`src/cobb_pkg.sv`:
```
// ----------------------------------------------------------------------------
// cobb_pkg
// shared types, widths and codes for the circle / oriented box overlap tester
// ----------------------------------------------------------------------------
package cobb_pkg;

  localparam int COORD_WIDTH = 24;
  localparam int LEN_WIDTH   = COORD_WIDTH - 1;
  localparam int AXIS_WIDTH  = 16;
  localparam int AXIS_FRAC   = 14;
  localparam int DELTA_WIDTH = COORD_WIDTH + 1;
  localparam int PROJ_WIDTH  = DELTA_WIDTH + AXIS_WIDTH + 1;
  localparam int SQ_WIDTH    = 2 * DELTA_WIDTH + 1;
  localparam int DOT_WIDTH   = 2 * AXIS_WIDTH + 1;
  localparam int RDOT_WIDTH  = DOT_WIDTH - AXIS_FRAC + 1;
  localparam int EXT_WIDTH   = RDOT_WIDTH + LEN_WIDTH + 2;
  localparam int CMP_WIDTH   = PROJ_WIDTH + 4;
  localparam int QDEPTH      = 2;
  localparam int QPTR_WIDTH  = 1;
  localparam int CFG_IDX_WIDTH  = 3;
  localparam int CFG_DATA_WIDTH = COORD_WIDTH;

  localparam logic [CFG_IDX_WIDTH-1:0] REG_TYPE   = 3'd0;
  localparam logic [CFG_IDX_WIDTH-1:0] REG_X      = 3'd1;
  localparam logic [CFG_IDX_WIDTH-1:0] REG_Y      = 3'd2;
  localparam logic [CFG_IDX_WIDTH-1:0] REG_AXIS_X = 3'd3;
  localparam logic [CFG_IDX_WIDTH-1:0] REG_AXIS_Y = 3'd4;
  localparam logic [CFG_IDX_WIDTH-1:0] REG_HALF_W = 3'd5;
  localparam logic [CFG_IDX_WIDTH-1:0] REG_HALF_D = 3'd6;
  localparam logic [CFG_IDX_WIDTH-1:0] REG_RADIUS = 3'd7;

  typedef enum logic [3:0] {
    KIND_CC = 4'b0001,
    KIND_RB = 4'b0010,
    KIND_OB = 4'b0100,
    KIND_BB = 4'b1000
  } kind_t;

  typedef struct packed {
    logic                          req_type;
    logic                          other_type;
    logic signed [COORD_WIDTH-1:0] other_x;
    logic signed [COORD_WIDTH-1:0] other_y;
    logic signed [AXIS_WIDTH-1:0]  other_axis_x;
    logic signed [AXIS_WIDTH-1:0]  other_axis_y;
    logic [LEN_WIDTH-1:0]          other_half_w;
    logic [LEN_WIDTH-1:0]          other_half_d;
    logic [LEN_WIDTH-1:0]          other_radius;
  } req_t;

  typedef struct packed {
    logic                          ref_type;
    logic signed [COORD_WIDTH-1:0] ref_x;
    logic signed [COORD_WIDTH-1:0] ref_y;
    logic signed [AXIS_WIDTH-1:0]  ref_axis_x;
    logic signed [AXIS_WIDTH-1:0]  ref_axis_y;
    logic [LEN_WIDTH-1:0]          ref_half_w;
    logic [LEN_WIDTH-1:0]          ref_half_d;
    logic [LEN_WIDTH-1:0]          ref_radius;
  } cfg_t;

  // classified work item handed from front to back
  typedef struct packed {
    kind_t                         kind;
    logic                          point;
    logic signed [DELTA_WIDTH-1:0] dx;
    logic signed [DELTA_WIDTH-1:0] dy;
    logic [LEN_WIDTH:0]            reach;
    logic signed [AXIS_WIDTH-1:0]  ax;
    logic signed [AXIS_WIDTH-1:0]  ay;
    logic [LEN_WIDTH-1:0]          aw;
    logic [LEN_WIDTH-1:0]          ad;
    logic signed [AXIS_WIDTH-1:0]  bx;
    logic signed [AXIS_WIDTH-1:0]  by;
    logic [LEN_WIDTH-1:0]          bw;
    logic [LEN_WIDTH-1:0]          bd;
    logic [LEN_WIDTH:0]            grow;
  } work_t;

endpackage

```
`src/cobb_queue.sv`:
```
// ----------------------------------------------------------------------------
// cobb_queue
// two-entry fifo between the front and the back
// ----------------------------------------------------------------------------
module cobb_queue import cobb_pkg::*; (
  input  logic  clk,
  input  logic  rst,
  input  logic  push,
  input  work_t push_data,
  output logic  full,
  output logic  not_empty,
  input  logic  pop,
  output work_t pop_data
);

  work_t                mem [QDEPTH];
  logic [QPTR_WIDTH-1:0] wptr;
  logic [QPTR_WIDTH-1:0] rptr;
  logic [QPTR_WIDTH:0]   count;

  assign full      = (count == (QPTR_WIDTH+1)'(QDEPTH));
  assign not_empty = (count != '0);
  assign pop_data  = mem[rptr];

  always_ff @(posedge clk) begin
    if (push) begin
      mem[wptr] <= push_data;
    end
  end

  always_ff @(posedge clk) begin
    if (rst) begin
      wptr  <= '0;
      rptr  <= '0;
      count <= '0;
    end else begin
      if (push) wptr <= wptr + 1'b1;
      if (pop) rptr <= rptr + 1'b1;
      count <= count + (QPTR_WIDTH+1)'(push) - (QPTR_WIDTH+1)'(pop);
    end
  end

endmodule

```
`config.mk`:
```
export PLATFORM = sky130hd
export DESIGN_NAME = cobb_queue
export DESIGN_NICKNAME = d
export VERILOG_FILES = /design/src/cobb_pkg.sv /design/src/cobb_queue.sv
export SDC_FILE = /design/constraint.sdc
export NUM_CORES = 1
export LEC_CHECK = 0
export ABC_AREA = 1
export BUFFER_PORTS_ARGS = -buffer_cell sky130_fd_sc_hd__buf_2
export CORE_MARGIN = 2
export CORE_UTILIZATION = 25
export DETAILED_ROUTE_END_ITERATION = 8
export GPL_TIMING_DRIVEN = 0
export PLACE_DENSITY_LB_ADDON = 0.12
export SYNTH_ARGS = -nofsm -noshare
export SYNTH_HDL_FRONTEND = slang
export SYNTH_SLANG_ARGS = --single-unit
```
`constraint.sdc`:
```
create_clock -name clk -period 15.3 [get_ports clk]
set_input_delay 1.53 -clock clk [delete_from_list [all_inputs] [get_ports clk]]
set_output_delay 1.53 -clock clk [all_outputs]
set_load 0.1 [all_outputs]
```
==> results.toml <==
[clock_tree]
root_buffer = "clkbuf_16"
cts_resized = 0
hold_buffers = 0
clock_latency_ps = 600
clk_path_buf_depth = 3
post_cts_buffers = 0
path_clk_slew_ps = 50
cts.sinks = 523
cts_tree = "done"
cts_buffers = 61
cts_htree_levels = 2

[die]
initial_utilization = 0.2513
num_rows = 103
io-pin-count = 524
die_h_um = 285.1
die_area_um2 = 81280
fp.dieW_um = 285.1
core_area_um2 = 78610

[final_layout]
ff_latch_area_um2 = 15660
final_core_util = 0.3300
drive_gt1_frac = 0.6085
area_growth_syn_to_layout_pct = 31.31
fin_nets = 1702
multi_input_comb_area_um2 = 3776
final_cells = 2544
fillCellCount = 7761
design_area_um2 = 25940

[power_and_ir_drop]
p_per_area_nw_per_um2 = 152.4
p_clk_frac = 0.350
irDropWorstVdd_v = 0.00008238
p_switching_uw = 1280
seqPwrFrac = 0.424
power_frac_comb = 0.226
p_int_uw = 2673
power.leakage_uw = 0.01001
swShare = 0.3239

[worst_setup_path]
crit_type = "reg2out"
cp.depth = 5
path_max_fanout = 10
path_common_cell = "buf_6"
slowest_stage = "buf_2"
worstPathArrival_ps = 2290
cp-end-kind = "output pin"
crit_family = "buffers and inverters"
reg2regPathDepth = 5
cp.required_ps = 13770
r2r_end = "mem[0][169]"
timing.critical_path.from_type = "flop"
r2r_start = "wptr"
max_stage_delay_ps = 490
worst-r2r-setup-slack_ps = 13100
path_cells = "buf_6, buf_6, buf_6, mux2_4, buf_2"
worst-path-buf-inv = 4

[global_route]
grt_pass1_wl_um = 69550
grt_overflow_total = 0
grt_pass1_vias = 10536
antenna_found_initial = 17
grt_usage = 0.1156
grt_max_degree = 97

[sta]
period_minus_slack_ps = 3818
final-setup-viol-count = 0
hold_viol_final = 0
whs_ps = 507.0
max_freq_mhz = 261.9
fin_skew_ps = 9.670
setup_tns_ps = 0
worstMarginPinSlew_ps = 715.5
rsz0062_at_grt = "no"
slew-limit-headroom = 0.5219
report.final.slew_viol_count = 0
finalCritPeriodShare = 0.2495

[drt]
drt_iter0_markers = 340
drcViolationCount = 0
post_drt_wl_per_cell_um = 19.26
routed_wl_um = 49010
num_vias = 9965
ant_nets = 0
dr.pass1.iters = 6
post_drt_via_cell_ratio = 3.917

[yosys]
ys_seq_area_frac = 0.7925
ys_types = 14
syn_area_um2 = 19760
yosys_warnings = 0
synth-seq-cells = 523
synth_cells = 837
avgSynthCellArea_um2 = 23.60
syn_nets = 1102

[place]
place_congestion = 0.7230
placed_cells = 2424
dpl.hpwl_um = 34160
port_buffers = 523
placed_cell_area_um2 = 24020

[run_status]
status = "finished, final reports clean"

[worst_hold_path]
min_path_type = "reg2reg"
hold_path_startpoint = "rptr"
min_path_cells = 2

[run]
cap_violations = 0
[through the flow]
step                worst slack, ps  total power, uW
floorplan                      2020             2463
detailed placement            11630             2614
finish                        11480             3954
global route                  11330             4105
global placement              -7201             2643
CTS                           11330             4029
[how the worst max path moves through the flow]
stage,to,slack [ps]
after global routing,pop_data[233],11330
after detailed placement,mem[0][104],11630
after floorplan,mem[0][0],2020
after global placement,mem[0][42],-7200
final,pop_data[233],11480
after CTS,pop_data[233],11330
[logic make-up after synthesis]
group	after synthesis	synth area share
flops	523	0.7925
fa+ha+maj	2	0.001267
mux	259	0.1860
simple gates	14	0.002787
compound gates	1	0.0002531
xor+xnor	1	0.0004434
buf+inv	37	0.01678
[area by class of cell]
| class | instances | share of cell area |
|---|---|---|
| Timing Repair Buffer | 537 | 0.1132 |
| Multi-Input combinational cell | 277 | 0.1456 |
| Clock inverter | 40 | 0.01105 |
| Inverter | 8 | 0.001447 |
| Sequential cell | 523 | 0.6035 |
| Clock buffer | 75 | 0.06251 |
| Antenna cell | 5 | 0.0004823 |
| Tap cell | 1050 | 0.05065 |
| Buffer | 29 | 0.01162 |
[layer usage]
metal / global-route usage / vias up / share of wire
li1: - / 4554 / -
met1: 0.1277 / 4949 / 0.38
met3: 0.05056 / 104 / 0.093
met5: 0 / - / 0.0035
met2: 0.2003 / 330 / 0.50
met4: 0.03429 / 28 / 0.024
[placed cells by master, fill, tap and decap left out, drive strengths merged]
cell type,count
xnor2,1
nor3,1
clkinv,32
dfxtp,5
nand3,1
ha,2
clkbuf,75
edfxtp,518
diode,5
bufinv,4
inv,10
mux2,259
buf,566
a21oi,1
clkinvlp,2
nor2,7
nand2,5
[Yosys cell counts]
library cell  count  area share
a21oi_1           1     0.00025
buf_2             4      0.0010
buf_6            25       0.014
dfxtp_1           5      0.0051
edfxtp_1        518        0.79
ha_1              2      0.0013
inv_1             8      0.0015
mux2_2           57       0.032
mux2_4          202        0.15
nand2_1           5     0.00095
nand3_1           1     0.00025
nor2_1            7      0.0013
nor3_1            1     0.00025
xnor2_1           1     0.00044
[worst min-delay path, stage by stage, from the launching register on]
cell     delay [ps]
dfxtp_1         320
xnor2_1          80
nor2_1           70
[state kept, by name (all words and copies together) (netlist names), named ones only]
name,count
mem,518
count,2
wptr,1
rptr,1
[power groups by stage]
stage | Clock, uW | Sequential (uW) | Combinational [uW]
after floorplan | 0 | 1730 | 734
after detailed placement | 0 | 1710 | 906
after CTS | 1440 | 1680 | 907
final | 1380 | 1680 | 893
after global routing | 1500 | 1680 | 926
after global placement | 0 | 1750 | 890
(Power assumes the default switching activity.)
